--- src/rtl/sfs_pkg.sv ---
// sfs_pkg: shared types and codes for the sprite frame sequencer.
// Word structs for both channels, configuration set, status flags.
// No dependencies.
package sfs_pkg;

    // Input word opcodes
    localparam logic [1:0] OP_TICK    = 2'd0;
    localparam logic [1:0] OP_LOAD    = 2'd1;
    localparam logic [1:0] OP_RESTART = 2'd2;
    localparam logic [1:0] OP_NOP     = 2'd3;

    // Play status codes
    localparam logic [1:0] PS_PLAYING = 2'd0;
    localparam logic [1:0] PS_JUMP    = 2'd1;  // jump to start on next advance
    localparam logic [1:0] PS_FINAL   = 2'd2;  // final jump to end-at on next advance
    localparam logic [1:0] PS_STOPPED = 2'd3;

    // Configuration register indexes
    localparam logic [2:0] REG_FRAME_COUNT   = 3'd0;
    localparam logic [2:0] REG_BASE_INTERVAL = 3'd1;
    localparam logic [2:0] REG_REPEAT_DELAY  = 3'd2;
    localparam logic [2:0] REG_SWING_MODE    = 3'd3;
    localparam logic [2:0] REG_PLAY_START    = 3'd4;
    localparam logic [2:0] REG_PLAY_END      = 3'd5;
    localparam logic [2:0] REG_LOOP_TIMES    = 3'd6;
    localparam logic [2:0] REG_END_AT        = 3'd7;

    localparam int CFG_IDX_W  = 3;
    localparam int CFG_DATA_W = 24;
    localparam int ACC_W      = 32;

    localparam logic [8:0]       END_AT_IS_END = 9'd256;
    localparam logic [ACC_W-1:0] ACC_MAX       = '1;

    typedef struct packed {
        logic [1:0]  opcode;
        logic [23:0] tick_time;
        logic [7:0]  entry_index;
        logic [23:0] entry_delay;
    } in_word_t;

    typedef struct packed {
        logic [7:0] current_frame;
        logic       frame_changed;
        logic       completed;
        logic       stopped;
    } out_word_t;

    typedef struct packed {
        logic [8:0]  frame_count;
        logic [23:0] base_interval;
        logic [23:0] repeat_delay;
        logic        swing_mode;
        logic [7:0]  play_start;
        logic [7:0]  play_end;
        logic [15:0] loop_times;
        logic [8:0]  end_at;
    } cfg_t;

    typedef struct packed {
        logic       shown_none;
        logic       has_looped;
        logic       running_backward;
        logic [1:0] play_status;
    } flags_t;

endpackage

--- src/rtl/sfs_step.sv ---
// sfs_step: next-state logic of the sequencer.
// Issue side: table address, accumulated time, partial delay.
// Finish side: time compare, frame advance, play rules, redraw. Uses sfs_pkg.
module sfs_step #(
    parameter int MAX_FRAMES = 256,
    parameter int FW         = 8,
    parameter int DW         = 24
) (
    input  sfs_pkg::cfg_t                 cfg,
    input  sfs_pkg::in_word_t             in_word,
    input  logic [FW-1:0]                 frame_index,
    input  logic [FW-1:0]                 shown_frame,
    input  sfs_pkg::flags_t               flags,
    input  logic [sfs_pkg::ACC_W-1:0]     elapsed,
    input  logic [15:0]                   loops_left,
    input  logic [1:0]                    st1_op,
    input  logic [sfs_pkg::ACC_W-1:0]     st1_acc,
    input  logic [DW:0]                   st1_dpart,
    input  logic [DW-1:0]                 rd_data,
    output logic [FW-1:0]                 rd_addr,
    output logic [sfs_pkg::ACC_W-1:0]     iss_acc,
    output logic [DW:0]                   iss_dpart,
    output logic [FW-1:0]                 n_frame,
    output logic [FW-1:0]                 n_shown,
    output sfs_pkg::flags_t               n_flags,
    output logic [sfs_pkg::ACC_W-1:0]     n_elapsed,
    output logic [15:0]                   n_loops,
    output sfs_pkg::out_word_t            result
);
    import sfs_pkg::*;

    localparam int CW = $clog2(MAX_FRAMES + 1);
    localparam int XW = (CW > 9) ? CW : 9;

    logic [CW-1:0]    fc;
    logic [XW-1:0]    cnt_x;
    logic [FW-1:0]    f_cur;
    logic [FW-1:0]    start_c;
    logic [FW-1:0]    end_c;
    logic [FW-1:0]    endat_c;
    logic [DW-1:0]    base_t;
    logic [DW-1:0]    rep_t;
    logic [ACC_W:0]   acc_sum;
    logic [CW-1:0]    fwd;
    logic             at_top;
    logic [FW-1:0]    adv_frame;
    logic             adv_looped;
    logic             adv_back;
    logic [ACC_W-1:0] delay_x;
    logic [ACC_W-1:0] rem;
    logic             changed;
    logic             done;

    function automatic logic [FW-1:0] clampf(input logic [XW-1:0] f, input logic [CW-1:0] c);
        logic [XW-1:0] lim;
        lim = XW'(c) - XW'(1);
        return (f > lim) ? FW'(lim) : FW'(f);
    endfunction

    // effective frame count, saturated at the table depth
    assign cnt_x   = XW'(cfg.frame_count);
    assign fc      = (cnt_x > XW'(MAX_FRAMES)) ? CW'(MAX_FRAMES) : CW'(cnt_x);
    assign f_cur   = clampf(XW'(frame_index), fc);
    assign start_c = clampf(XW'(cfg.play_start), fc);
    assign end_c   = clampf(XW'(cfg.play_end), fc);
    assign endat_c = (cfg.end_at == END_AT_IS_END) ? end_c : clampf(XW'(cfg.end_at), fc);
    assign base_t  = cfg.base_interval[DW-1:0];
    assign rep_t   = cfg.repeat_delay[DW-1:0];

    // issue side
    assign rd_addr   = f_cur;
    assign acc_sum   = {1'b0, elapsed} + (ACC_W+1)'(in_word.tick_time[DW-1:0]);
    assign iss_acc   = acc_sum[ACC_W] ? ACC_MAX : acc_sum[ACC_W-1:0];
    assign iss_dpart = (DW+1)'(base_t)
                     + (((f_cur == '0) && flags.has_looped) ? (DW+1)'(rep_t) : '0);

    // single frame advance
    assign fwd    = CW'(f_cur) + CW'(1);
    assign at_top = (fwd >= fc);

    always_comb begin
        adv_frame  = FW'(fwd);
        adv_looped = 1'b0;
        adv_back   = flags.running_backward;
        if (cfg.swing_mode) begin
            if (flags.running_backward) begin
                if (f_cur <= FW'(1)) begin
                    adv_frame  = '0;
                    adv_looped = 1'b1;
                    adv_back   = 1'b0;
                end else begin
                    adv_frame = f_cur - FW'(1);
                end
            end else if (at_top) begin
                adv_frame  = (fc >= CW'(2)) ? FW'(fc - CW'(2)) : '0;
                adv_looped = 1'b1;
                adv_back   = 1'b1;
            end
        end else if (at_top) begin
            adv_frame  = '0;
            adv_looped = 1'b1;
        end
    end

    // finish side
    assign delay_x = ACC_W'(st1_dpart) + ACC_W'(rd_data);
    assign rem     = st1_acc - delay_x;

    always_comb begin
        n_frame   = frame_index;
        n_shown   = shown_frame;
        n_flags   = flags;
        n_elapsed = elapsed;
        n_loops   = loops_left;
        changed   = 1'b0;
        done      = 1'b0;
        unique case (st1_op)
            OP_TICK: begin
                if ((fc != '0) && (flags.play_status != PS_STOPPED)) begin
                    n_frame   = f_cur;
                    n_elapsed = st1_acc;
                    if (st1_acc >= delay_x) begin
                        n_elapsed = (rem > ACC_W'(base_t)) ? ACC_W'(base_t) : rem;
                        n_frame   = adv_frame;
                        n_flags.has_looped       = flags.has_looped | adv_looped;
                        n_flags.running_backward = adv_back;
                        case (flags.play_status)
                            PS_JUMP: begin
                                n_frame             = start_c;
                                n_elapsed           = '0;
                                n_flags.play_status = PS_PLAYING;
                            end
                            PS_FINAL: begin
                                n_frame             = endat_c;
                                n_elapsed           = '0;
                                n_flags.play_status = PS_STOPPED;
                                done                = 1'b1;
                            end
                            PS_PLAYING: begin
                                if (adv_frame == end_c) begin
                                    if (loops_left != '0) begin
                                        n_loops = loops_left - 16'd1;
                                        n_flags.play_status =
                                            (loops_left == 16'd1) ? PS_FINAL : PS_JUMP;
                                    end else if (cfg.play_start != '0) begin
                                        n_flags.play_status = PS_JUMP;
                                    end
                                end
                            end
                            PS_STOPPED: ;
                            default: ;
                        endcase
                        changed            = flags.shown_none || (shown_frame != n_frame);
                        n_shown            = n_frame;
                        n_flags.shown_none = 1'b0;
                    end
                end
            end
            OP_RESTART: begin
                if (fc != '0) begin
                    n_loops             = cfg.loop_times;
                    n_flags.play_status = PS_PLAYING;
                    n_frame             = start_c;
                    n_elapsed           = '0;
                    n_shown             = start_c;
                    n_flags.shown_none  = 1'b0;
                    changed             = 1'b1;
                end
            end
            OP_LOAD: ;
            OP_NOP: ;
            default: ;
        endcase
    end

    assign result.current_frame = 8'(n_frame);
    assign result.frame_changed = changed;
    assign result.completed     = done;
    assign result.stopped       = (n_flags.play_status == PS_STOPPED);

endmodule
--- config.mk ---
export PLATFORM = sky130hd
export DESIGN_NAME = sfs_step
export DESIGN_NICKNAME = d
export VERILOG_FILES = /design/src/rtl/sfs_pkg.sv /design/src/rtl/sfs_step.sv
export SDC_FILE = /design/constraint.sdc
export NUM_CORES = 1
export LEC_CHECK = 0
export BUFFER_PORTS_ARGS = -buffer_cell sky130_fd_sc_hd__buf_2
export CAP_MARGIN = 20
export CORE_AREA = 2 2 177 179
export DETAILED_ROUTE_END_ITERATION = 8
export DIE_AREA = 0 0 179 181
export MAX_ROUTING_LAYER = met4
export PLACE_DENSITY = 0.77
export SLEW_MARGIN = 20
export SYNTH_ARGS = -nofsm -noshare
export SYNTH_HDL_FRONTEND = slang
export SYNTH_SLANG_ARGS = --single-unit
export TNS_END_PERCENT = 1
--- constraint.sdc ---
create_clock -name vclk -period 12.5
set_clock_uncertainty 0.15 [all_clocks]
set_input_delay 1.875 -clock vclk [all_inputs]
set_output_delay 1.875 -clock vclk [all_outputs]
set_load 0.03 [all_outputs]
Yosys cells after proc, flatten, opt, wreduce, memory -nomap -nowiden
Cells that the tools add are included.
{ "op_classes": {"addsub": 9, "order_cmp": 10, "n_eq_ne": 9, "mux": 66, "bitwise_logic": 1, "n_reduce_logical": 10} }
{ "ops": {"columns": ["op", "count"], "rows": [
  ["2-to-1 mux 32 bit", 6],
  ["2-to-1 mux 8 bit", 20],
  ["2-to-1 mux 16 bit", 6],
  ["one-hot mux 32 bit (2 select lines)", 1],
  ["one-hot mux 8 bit (2 select lines)", 3],
  ["adder 32 x 24 -> 33 bit", 1],
  ["greater-or-equal comparator 32 x 26 -> 1 bit", 1],
  ["> comparator 32 x 24 -> 1 bit", 1],
  ["one-hot mux 16 bit (2 select lines)", 1],
  ["subtractor 32 x 26 -> 32 bit", 1],
  ["> comparator 8 x 9 -> 1 bit", 3],
  ["adder 25 x 24 -> 26 bit", 1],
  ["adder 24 x 24 -> 25 bit", 1],
  ["2-to-1 mux 24 bit", 1],
  ["== test 16 x 1 -> 1 bit, second input constant", 1],
  ["nonzero test 16 bit", 1],
  ["subtractor 16 x 1 -> 16 bit, second input constant", 1],
  ["2-to-1 mux 1 bit", 15],
  ["2-to-1 mux 2 bit", 6],
  ["2-to-1 mux 5 bit", 2],
  ["adder 8 x 1 -> 9 bit, second input constant", 1],
  ["== test 9 bit, second input constant", 1],
  ["greater-or-equal comparator 9 x 2 -> 1 bit, second input constant", 1],
  ["greater-or-equal comparator 9 bit", 1],
  ["other kinds (23)", 28]
]} }
{ "word_totals": {"regBits": 0, "output_inout_bits": 145, "wordCells": 105} }

Depth between registers and ports, before layout
Gate-level depths: netlist of run 1.
{ "depth": {"word_depth": 19, "depth_mapped": 43, "ltp_nobuf": 36} }

Worst setup path after synthesis of run 1
No wires, ideal clock.
{ "synth_path": {"path_type": "input to output", "from": "in cfg[98] (netlist name)", "to": "out result[0] (netlist name)", "t_arrival_ns": 11.804, "required_time_ns": 10.475, "path_slack_ns": -1.329, "path_stages": 40, "path_buffers": 5, "path_cell_list": "buf_2 > inv_2 > clkbuf_1 > nand2_1 > ha_1 > clkbuf_1 > xnor2_1 > inv_1 > ha_1 > a21oi_1 > o21ai_0 > maj3_1 > a21oi_1 > nor2_1 > o21ai_4 > buf_2 > clkbuf_1 > nand2_1 > [4 not listed] > xor2_1 > a211oi_1 > a21oi_1 > ha_1 > and3_1 > a221o_1 > a31oi_1 > o21a_1 > nor4b_1 > a21boi_0 > a311oi_4 > xnor2_1 > or4_4 > nor3_4 > nor4b_1 > a211oi_1 > o32ai_1 > and2_1"} }
{ "synth_rtl": {"columns": ["item", "line_no", "source"], "rows": [
  ["from (decl)", "sfs_step.sv:9", "input sfs_pkg::cfg_t cfg,"],
  ["to (decl)", "sfs_step.sv:28", "output sfs_pkg::out_word_t result"]
]} }

Worst setup path in the final report of run 1
{ "layout_path": {"from": "in cfg[98] (netlist name)", "to": "out n_loops[13]"} }
{ "layout_between": {"elab_chain_len": 16, "word_cells_on_any_way": 28} }
{ "layout_lines": {"columns": ["item", "line_no", "source"], "rows": [
  ["> comparator 9 bit", "sfs_step.sv:62", "assign fc = (cnt_x > XW'(MAX_FRAMES)) ? CW'(MAX_FRAMES) : CW'(cnt_x);"],
  ["2-to-1 mux 9 bit (*)", "sfs_step.sv:62", null],
  ["subtractor 9 x 1 -> 9 bit", "sfs_step.sv:56", "lim = XW'(c) - XW'(1);"],
  ["> comparator 8 x 9 -> 1 bit", "sfs_step.sv:57", "return (f > lim) ? FW'(lim) : FW'(f);"],
  ["2-to-1 mux 8 bit", "sfs_step.sv:57", null],
  ["adder 8 x 1 -> 9 bit", "sfs_step.sv:78", "assign fwd = CW'(f_cur) + CW'(1);"],
  ["greater-or-equal comparator 9 bit", "sfs_step.sv:79", "assign at_top = (fwd >= fc);"],
  ["2-to-1 mux 8 bit", "sfs_step.sv:94", "end else if (at_top) begin"],
  ["2-to-1 mux 8 bit", "sfs_step.sv:86", "if (flags.running_backward) begin"],
  ["2-to-1 mux 8 bit", "sfs_step.sv:85", "if (cfg.swing_mode) begin"],
  ["== test 8 bit", "sfs_step.sv:140", "if (adv_frame == end_c) begin"],
  ["2-to-1 mux 16 bit", "sfs_step.sv:140", null],
  ["2-to-1 mux 16 bit", "sfs_step.sv:127", "case (flags.play_status)"],
  ["2-to-1 mux 16 bit", "sfs_step.sv:122", "if (st1_acc >= delay_x) begin"],
  ["2-to-1 mux 16 bit", "sfs_step.sv:119", "if ((fc != '0) && (flags.play_status != PS_STOPPED)) begin"],
  ["one-hot mux 16 bit (2 select lines) (*)", "sfs_step.sv:117", "unique case (st1_op)"],
  ["to (decl)", "sfs_step.sv:27", "output logic [15:0] n_loops,"]
]} }
Mark *: on every way between the ends. The rest lies on a longest branch, timed or not.

==> results of run 1 <==
-- cell usage after synthesis, types with 18 or more instances --
cell      instances  area [um^2]
o211ai_1         19          143
clkbuf_1         48          180
xor2_1           31          272
a21o_1           31          233
inv_1           107          402
nor2b_1          19          119
nand2_1         153          574
nor4_1           18          113
o21a_1           19          143
mux2i_1          28          280
nor2_1          138          518
nand2b_1         18          113
mux2_2           26          293
ha_1            160         2000
a31oi_1          22          138
o21ai_0         126          631
nor3_1           45          225
and3_1           26          163
nand3_1          36          180
and2_1           48          300
a221oi_1         26          228
a21oi_1         112          561
nand4_1          22          138
xnor2_1          86          753
-- placed cells by master, fill, tap and decap left out, types with 22 or more instances in the layout --
cell type,instances
mux2_2,26
nor2_1,135
buf_4,112
and3_1,26
nor3_1,45
xnor2_1,85
ha_1,158
mux2i_1,28
nand2_1,153
o21ai_0,123
nand3_1,36
a221oi_1,22
a31oi_1,22
xor2_1,31
nand4_1,22
a21o_1,31
buf_2,420
and2_1,47
a21oi_1,111
inv_1,107
-- critical path, delay by kind of cell --
kind                     cells  cell delay (ps)
AND/OR/NAND/NOR             13             3580
AO/OA/AOI/OAI               13             2740
adder cells (fa/ha/maj)      3              890
buffers and inverters        3              580
XOR/XNOR                     2              380
-- power by group through the flow --
stage               logic, mW  clock network (mW)  registers, mW
global placement         1.02                   0              0
CTS                      1.04                   0              0
detailed placement       1.04                   0              0
global route             1.16        0.0000000750              0
floorplan               0.700                   0              0
finish                   1.07        0.0000000751              0
-- layer usage --
| metal | track usage (%) | share of wire (%) | vias up |
|---|---|---|---|
| met5 | - | 0 | - |
| met4 | 12.6 | 4.9 | 0 |
| met3 | 2.78 | 8.5 | 147 |
| met2 | 52.0 | 47 | 876 |
| met1 | 38.2 | 39 | 6956 |
| li1 | - | - | 7051 |
-- cell families (layout without fill, tap and decap cells) --
| group | after synthesis | after routing |
|---|---|---|
| adder cells (fa/ha/maj) | 168 | 168 |
| buffers and inverters | 183 | 641 |
| AO/OA/AOI/OAI | 536 | 536 |
| multiplexers | 55 | 55 |
| XOR/XNOR | 117 | 117 |
| AND/OR/NAND/NOR | 584 | 584 |
| other | 0 | 7 |
-- metrics by stage --
| step | instances | worst slack, ps |
|---|---|---|
| after floorplan | 1643 | 18.1 |
| after global placement | 2497 | 356 |
| after detailed placement | 2497 | 141 |
| after CTS | 2497 | 66.2 |
| after global routing | 2504 | -38.8 |
| final | 2504 | 413 |
-- final cells by class --
type / instances / share of cell area (%)
multi-input combinational: 1460 / 73.2
inverter: 109 / 2.83
tap: 396 / 3.43
antenna: 7 / 0.121
timing repair buffer: 532 / 20.4
-- worst max path at each step --
| stage | startpoint | to | slack [ps] | cells past startpoint |
|---|---|---|---|---|
| finish | cfg[98] | n_loops[13] | 410 | 34 |
| global route | cfg[98] | result[0] | -40 | 36 |
| CTS | st1_dpart[0] | n_elapsed[2] | 70 | 37 |
| detailed placement | st1_dpart[0] | n_elapsed[2] | 140 | 37 |
| global placement | st1_dpart[0] | n_elapsed[2] | 360 | 37 |
| floorplan | cfg[98] | n_loops[13] | 20 | 42 |
==> results by group, run 1 <==
Timing
  • Fmax: 82.7 MHz
  • Max Slew Vio Count: 0
  • Worst Tran Pin Value: 1090 ps
  • Max_slew headroom: 26.5%
  • Final hold viol count: 0
  • Crit share post-route: 96.7%
  • Setup tns final: 0 ps
  • Final Setup Violations: 0
  • RSZ-0062 raised after global routing: true
  • Hold slack: 3950 ps
  • Final min period: 12090 ps

Synth
  • Register area share after synthesis: 0%
  • Syn Nets: 2116
  • Mapped Cells: 1643
  • Post-Synth XOR/XNOR Area: 9.19%
  • Simple-Gate Fraction of Synth Area: 26.3%
  • Main combinational cell family by area after synthesis: compound AO/OA/AOI/OAI gates
  • Mux share of post-synthesis cell area: 5.27%
  • Synthesized area: 11200 um^2
  • Compound-Gate Fraction of Synth Area: 33.5%
  • Ys Warns: 0
  • Yosys cell types: 100
  • Synth Area per Inst: 6.79 um^2
  • Synth Area in Adders: 19.0%

Worst setup path
  • CP Data Arrival Time: 10060 ps
  • Crit Path Max Fanout: 11
  • Critical Path Start Type: primary input
  • Critical path class: in2out
  • Crit end category: primary output
  • CP max stage delay: 540 ps
  • CP max stage cell: or4_4
  • Worst Path Required: 10470 ps

Routing
  • Drt wl/cell: 20.8 um
  • Initial drt markers: 1196
  • Detailed Route WL: 52.0 mm
  • Final antenna-violating net count: 0
  • Detailed-route vias per instance: 6.00
  • Initial DRT Pass Iterations: 8
  • Vias: 15000
  • DRC: 0

Power
  • Sw frac: 61.0%
  • PwrDens: 73.9 nW/um^2
  • Clk pwr share: 0%
  • Leakage: 7.13 nW
  • Net switching power: 0.651 mW
  • Power Internal: 0.417 mW
  • Sequential share of power: 0%
  • IR drop worst, VDD: 0.0000520 V
  • Total power: 1.07 mW
  • Comb pwr share: 100.0%

GRT
  • Remaining global-route overflow: 0
  • Largest net degree at the start of global routing: 43
  • Vias in the first global route: 14200
  • Initial antenna violation count: 7
  • GRT Overall Usage: 31.1%
  • First-pass GRT wire length: 77.9 mm

Floorplanning
  • Placeable Area: 30300 um^2
  • Die Ht: 181 um
  • Num ports: 454
  • Starting Density: 36.8%
  • Row count: 64
  • Die width: 179 um
  • DIE AREA: 32400 um^2

Cells and area
  • Fin nets: 2576
  • Fillers: 3117
  • Layout cells sized above 1: 29.6%
  • Multi-input gate area: 10600 um^2
  • Design Area, Final: 14400 um^2
  • Reg area: 0 um^2
  • Util after Layout: 47.6%
  • Sequential cells: 0
  • Area Growth Syn to Fin: 29.5%
  • Clock buf count: 0

Placement
  • Placed wire-length estimate after detailed placement: 43.6 mm
  • Area after DPL: 14400 um^2
  • Placer Congestion: 1.05
  • Buffers on Ports: 420

Worst hold path
  • Hold crit path type: in2out
  • Hold path startpoint: elapsed[28]
  • Hold depth: 3
  • WHS Endpoint: iss_acc[28]

Clock tree
  • Postcts setup bufs: 0
  • # hold bufs at CTS: 0
  • Post-CTS Resized: 0

Job
  • Max cap viols: 0

Status
  • Status: completed
No activity file was read; power rests on OpenSTA's default activity.
==> run 2: changes to the inputs <==
--- a/config.mk
+++ b/config.mk
@@ -5,13 +5,15 @@
 export SDC_FILE = /design/constraint.sdc
 export NUM_CORES = 1
 export LEC_CHECK = 0
+export ABC_AREA = 1
 export BUFFER_PORTS_ARGS = -buffer_cell sky130_fd_sc_hd__buf_2
 export CAP_MARGIN = 20
-export CORE_AREA = 2 2 177 179
+export CORE_ASPECT_RATIO = 1.1
+export CORE_UTILIZATION = 30
 export DETAILED_ROUTE_END_ITERATION = 8
-export DIE_AREA = 0 0 179 181
 export MAX_ROUTING_LAYER = met4
-export PLACE_DENSITY = 0.77
+export PLACE_DENSITY = 0.67
+export REMOVE_ABC_BUFFERS = 1
 export SLEW_MARGIN = 20
 export SYNTH_ARGS = -nofsm -noshare
 export SYNTH_HDL_FRONTEND = slang
==> run 2 against run 1 <==
Effect of this change: total power fell by 7.0%; global-route usage shrank 5.5 points; combinational power is 7% lower; first-iteration DRC count down 27%; highest routed layer unchanged.
==> results by group, run 2 <==
Status
  • Status: completed

Worst setup path
  • CP most frequent cell: nand2_1
  • Critical path class: in2out
  • CP max stage delay: 330 ps (-210 ps)
  • CP max stage cell: nand3b_4
  • CP Data Arrival Time: 9650 ps (-410 ps)
  • Worst Path Required: 10470 ps (about the same)
  • Crit Path Max Fanout: 21 (+10)
  • Critical Path Start Type: primary input
  • Crit end category: primary output

Routing
  • Initial drt markers: 879 (-27%)
  • Detailed-route vias per instance: 5.16 (-14%)
  • Drt wl/cell: 17.1 um (-18%)
  • Initial DRT Pass Iterations: 5 (-3)
  • Vias: 14400 (-4.0%)
  • Final antenna-violating net count: 0 (unchanged)
  • DRC: 0 (unchanged)
  • Detailed Route WL: 47.8 mm (-8.1%)

Floorplanning
  • Die Ht: 200 um (+11%)
  • Num ports: 454 (unchanged)
  • Row count: 72 (+13%)
  • Placeable Area: 35200 um^2 (+16%)
  • Starting Density: 30.5% (-6.3 points)
  • DIE AREA: 36600 um^2 (+13%)
  • Die width: 182 um (+1.9%)

GRT
  • Remaining global-route overflow: 0 (unchanged)
  • First-pass GRT wire length: 73.1 mm (-6.2%)
  • Largest net degree at the start of global routing: 45 (+4.7%)
  • GRT Overall Usage: 25.7% (-5.5 points)
  • Initial antenna violation count: 3 (-4)
  • Vias in the first global route: 13800 (-2.5%)

Power
  • IR drop worst, VDD: 0.0000291 V (-44%)
  • PwrDens: 74.3 nW/um^2 (+0.65%)
  • Leakage: 7.63 nW (+7.0%)

Placement
  • Area after DPL: 13300 um^2 (-7.2%)
  • Placer Congestion: 0.964 (-8.6%)
  • Worst slack, placed: 434 ps (+293 ps)
  • Buffers on Ports: 420 (unchanged)
  • Placed wire-length estimate after detailed placement: 41.0 mm (-5.8%)

Synth
  • Ys Warns: 0 (unchanged)
  • Compound-Gate Fraction of Synth Area: 25.4% (-8.1 points)
  • Top-count cell post-synth: nand2_1
  • Mux share of post-synthesis cell area: 0% (-5.3 points)
  • Yosys cell types: 54 (-46%)
  • Post-Synth XOR/XNOR Area: 8.63% (-0.55 points)
  • Simple-Gate Fraction of Synth Area: 34.8% (+8.5 points)
  • Cell taking the most area after synthesis: ha_1
  • Synth top area cells: ha_1, nand2_1, a21oi_1
  • Register area share after synthesis: 0% (unchanged)
  • Top-area cell type share of the netlist area: 18.6% (+0.70 points)
  • Main combinational cell family by area after synthesis: simple AND/OR/NAND/NOR gates
  • Synthesized area: 10700 um^2 (-3.7%)
  • Synth Area per Inst: 5.58 um^2 (-18%)
  • Post-synth top cells: nand2_1, inv_1, a21oi_1, ha_1, o21ai_0
  • Synth Area in Adders: 19.4% (+0.37 points)
  • Mapped Cells: 1926 (+17%)

Timing
  • Worst Tran Pin Value: 956 ps (-136 ps)
  • Worst Slack Setup Final: 825 ps (+412 ps)
  • Final hold viol count: 0 (unchanged)
  • Max Slew Vio Count: 0 (unchanged)
  • Setup tns final: 0 ps (unchanged)
  • Final Setup Violations: 0 (unchanged)
  • Final min period: 11670 ps (-412 ps)
  • RSZ-0062 raised after global routing: false
  • Max_slew headroom: 36.1% (+9.7 points)
  • Crit share post-route: 93.4% (-3.3 points)
  • Fmax: 85.7 MHz (+3.5%)

Clock tree
  • Postcts setup bufs: 0 (unchanged)
  • Post-CTS Resized: 0 (unchanged)
  • # hold bufs at CTS: 0 (unchanged)

Cells and area
  • Design Area, Final: 13400 um^2 (-7.6%)
  • Sequential cells: 0 (unchanged)
  • Most frequent cells in the layout: nand2_1, buf_2, inv_1
  • Clock buf count: 0 (unchanged)
  • Layout cells sized above 1: 22.6% (-7.0 points)
  • Fin nets: 2785 (+8.1%)
  • Commonest non-fill, non-tap cell in the layout: nand2_1
  • Area Growth Syn to Fin: 24.4%
  • Reg area: 0 um^2 (unchanged)

Worst hold path
  • WHS Endpoint: n_flags[3]
  • Hold depth: 4 (+1)
  • Hold crit path type: in2out
  • Hold path startpoint: flags[3]

Job
  • Max cap viols: 0 (unchanged)
[run 2: per-stage QoR]
| stage | cells | hold WS, ps | power, mW | util [%] |
|---|---|---|---|---|
| 5_1_grt | 2794 | 4000 | 1.10 | 37.9 |
| 3_5_place_dp | 2791 | 3970 | 0.981 | 37.9 |
| 6_report | 2794 | 3960 | 0.993 | 37.9 |
| 2_1_floorplan | 1869 | 3770 | 0.669 | - |
| 3_3_place_gp | 2791 | 3960 | 0.969 | 37.9 |
| 4_1_cts | 2791 | 3970 | 0.986 | 37.9 |
[run 2: worst max-delay path, delay by kind of cell]
family / cells / cell delay [ps]
and+or+nand+nor: 25 / 3530
AOI/OAI and AO/OA: 12 / 2250
buffers and inverters: 9 / 1160
adders and majority gates: 3 / 790
[run 2: per-layer routing]
metal / vias up / wire (um) / GRT usage (%)
met5: - / 0 / -
met4: 0 / 1860 / 9.36
met3: 93 / 2350 / 1.71
met2: 518 / 24000 / 46.9
met1: 6555 / 19500 / 29.1
li1: 7263 / - / -
[run 2: logic make-up (layout without fill, tap and decap cells)]
kind of cell / count (synthesis) / count (layout)
AOI/OAI and AO/OA: 482 / 482
xor gates and xnor gates: 105 / 105
adders and majority gates: 164 / 164
buffers and inverters: 324 / 708
other: 0 / 3
and+or+nand+nor: 851 / 851
[run 2: worst max path at each step]
stage	from	end	slack, ps	cells past startpoint
detailed placement	st1_dpart[2]	n_elapsed[1]	430	47
global route	cfg[94]	iss_dpart[24]	70	50
global placement	st1_dpart[2]	n_elapsed[1]	460	47
CTS	st1_dpart[2]	n_elapsed[1]	380	47
finish	cfg[94]	iss_dpart[24]	830	49
floorplan	cfg[96]	iss_dpart[24]	1990	45
[run 2: layout make-up]
cell class                 instances  area, um^2
antenna                            3        7.51
fill                            3946       21900
timing repair buffer             441        2260
tap                              481         602
inverter                         267        1000
multi-input combinational       1602        9480
[run 2: report_power, final]
part	switching (mW)	total, mW	internal [mW]
logic	0.654	0.993	0.339
registers	0	0	0
clock network	0	0.0000000322	0.0000000322
total	0.654	0.993	0.339
==> run 3: changes to the inputs <==
--- a/config.mk
+++ b/config.mk
@@ -6,13 +6,15 @@
 export NUM_CORES = 1
 export LEC_CHECK = 0
 export ABC_AREA = 1
-export BUFFER_PORTS_ARGS = -buffer_cell sky130_fd_sc_hd__buf_2
 export CAP_MARGIN = 20
+export CELL_PAD_IN_SITES_DETAIL_PLACEMENT = 1
+export CELL_PAD_IN_SITES_GLOBAL_PLACEMENT = 1
 export CORE_ASPECT_RATIO = 1.1
 export CORE_UTILIZATION = 30
 export DETAILED_ROUTE_END_ITERATION = 8
+export DONT_BUFFER_PORTS = 1
 export MAX_ROUTING_LAYER = met4
-export PLACE_DENSITY = 0.67
+export PLACE_DENSITY = 0.75
 export REMOVE_ABC_BUFFERS = 1
 export SLEW_MARGIN = 20
 export SYNTH_ARGS = -nofsm -noshare
==> run 3 against run 2 <==
Effect of this change: clock-buffer cell count did not move; global-route usage rose by 1.5 points; worst hold slack got worse by 160 ps; sequential share of layout area did not move; total power fell by 8.0%; final cell count fell by 15%; combinational power fell by 8.1%; critical path depth fell by 4; design area fell by 15%; non-clock buffer count fell by 409; fmax fell by 0.45%; utilization fell by 5.6 points; critical endpoint is now n_elapsed[3]; largest cell class unchanged; highest routed layer unchanged.
==> results by group, run 3 (same netlist as run 2, synthesis figures left out) <==
Cells and area
  • Reg area: 0 um^2 (unchanged)
  • Sequential cells: 0 (unchanged)
  • Fillers: 4766 (+21%)
  • Design Area, Final: 11400 um^2 (-15%)
  • Commonest non-fill, non-tap cell in the layout: nand2_1
  • Clock buf count: 0 (unchanged)
  • Multi-input gate area: 9520 um^2 (+0.44%)
  • Most frequent cells in the layout: nand2_1, inv_1, a21oi_1
  • Fin nets: 2376 (-15%)
  • Util after Layout: 32.3% (-5.6 points)
  • Area Growth Syn to Fin: 5.99%
  • Layout cells sized above 1: 6.26% (-16 points)

Worst setup path
  • CP max stage delay: 590 ps (+260 ps)
  • Critical Path Start Type: primary input
  • CP most frequent cell: a21oi_1
  • CP max stage cell: a2111oi_1
  • Crit end category: primary output
  • CP Data Arrival Time: 9700 ps (+50 ps)
  • Worst Path Required: 10470 ps (about the same)
  • Critical path class: in2out
  • Crit Path Max Fanout: 45 (+110%)

Placement
  • Buffers on Ports: 0 (-100%)
  • Placer Congestion: 0.980 (+1.6%)
  • Placed wire-length estimate after detailed placement: 43.3 mm (+5.5%)
  • Area after DPL: 11400 um^2 (-15%)

Floorplanning
  • DIE AREA: 36600 um^2 (unchanged)
  • Die Ht: 200 um (unchanged)
  • Num ports: 454 (unchanged)
  • Row count: 72 (unchanged)
  • Starting Density: 30.5% (unchanged)
  • Die width: 182 um (unchanged)
  • Placeable Area: 35200 um^2 (unchanged)

Timing
  • Worst Tran Pin Value: 1130 ps (+169 ps)
  • Max Slew Vio Count: 0 (unchanged)
  • Max_slew headroom: 24.8% (-11 points)
  • Setup tns final: 0 ps (unchanged)
  • Fmax: 85.3 MHz (-0.45%)
  • Final min period: 11730 ps (+52.5 ps)
  • Crit share post-route: 93.8% (+0.42 points)
  • Final Setup Violations: 0 (unchanged)
  • RSZ-0062 raised after global routing: false
  • Final hold viol count: 0 (unchanged)

Power
  • PwrDens: 80.2 nW/um^2 (+7.9%)
  • Leakage: 6.00 nW (-21%)
  • IR drop worst, VDD: 0.0000253 V (-13%)

Job
  • Max cap viols: 0 (unchanged)

GRT
  • First-pass GRT wire length: 76.9 mm (+5.1%)
  • Initial antenna violation count: 2 (-1)
  • GRT Overall Usage: 27.2% (+1.5 points)
  • Remaining global-route overflow: 0 (unchanged)
  • Largest net degree at the start of global routing: 46 (+2.2%)
  • Vias in the first global route: 14000 (+1.3%)

Routing
  • DRC: 0 (unchanged)
  • Detailed-route vias per instance: 5.57 (+7.9%)
  • Final antenna-violating net count: 0 (unchanged)
  • Initial DRT Pass Iterations: 5 (unchanged)
  • Detailed Route WL: 50.3 mm (+5.2%)
  • Vias: 13300 (-7.8%)
  • Initial drt markers: 687 (-22%)
  • Drt wl/cell: 21.1 um (+23%)

Clock tree
  • Postcts setup bufs: 0 (unchanged)
  • # hold bufs at CTS: 0 (unchanged)

Worst hold path
  • Hold depth: 2 (-2)
  • Hold crit path type: in2out

Status
  • Status: completed
==> run 3: layout make-up <==
class,instances,share of cell area [%]
multi-input cells,1602,83.7
diodes,5,0.110
well taps,481,5.29
inverters,267,8.81
repair buffers,32,2.11
==> run 3: metal layers <==
layer	share of wire, %	vias to the layer above	global-route usage, %
li1	-	6440	-
met1	38	6244	28.0
met2	51	487	50.4
met3	6.1	131	4.10
met4	4.9	0	12.3
met5	0	-	-
==> run 3: metrics by stage <==
stage               cells  setup slack (ps)  power [mW]  hold WS (ps)
floorplan            1869              1990       0.669          3770
global placement     2382               912       0.870          3780
CTS                  2382               532       0.909          3800
detailed placement   2382               588       0.905          3800
global route         2386              50.5        1.01          3800
finish               2387               772       0.913          3800
==> run 3: final timing paths <==
path | from | endpoint | slack [ps]
min | elapsed[30] | n_elapsed[30] | 3800
max | st1_dpart[2] | n_elapsed[3] | 770
==> run 3: worst max-delay path: cells and delay by family <==
family	cells	cell delay, ps
xor gates and xnor gates	2	340
AOI/OAI and AO/OA	22	4160
adders and majority gates	3	980
buffers and inverters	3	540
and+or+nand+nor	15	1730
==> run 3: power by group <==
part	leakage [nW]	total, mW	internal, mW	switching, mW
logic	6.00	0.913	0.279	0.634
registers	0	0	0	0
clock network	0.0000317	0.0000000539	0.0000000539	0
total	6.00	0.913	0.279	0.634
==> run 3: what timing repair did <==
| item | CTS | global route |
|---|---|---|
| endpoints found under the hold margin | 0 | 0 |
| endpoints found under the setup margin | 0 | 9 |
| resized for setup | 0 | 3 |
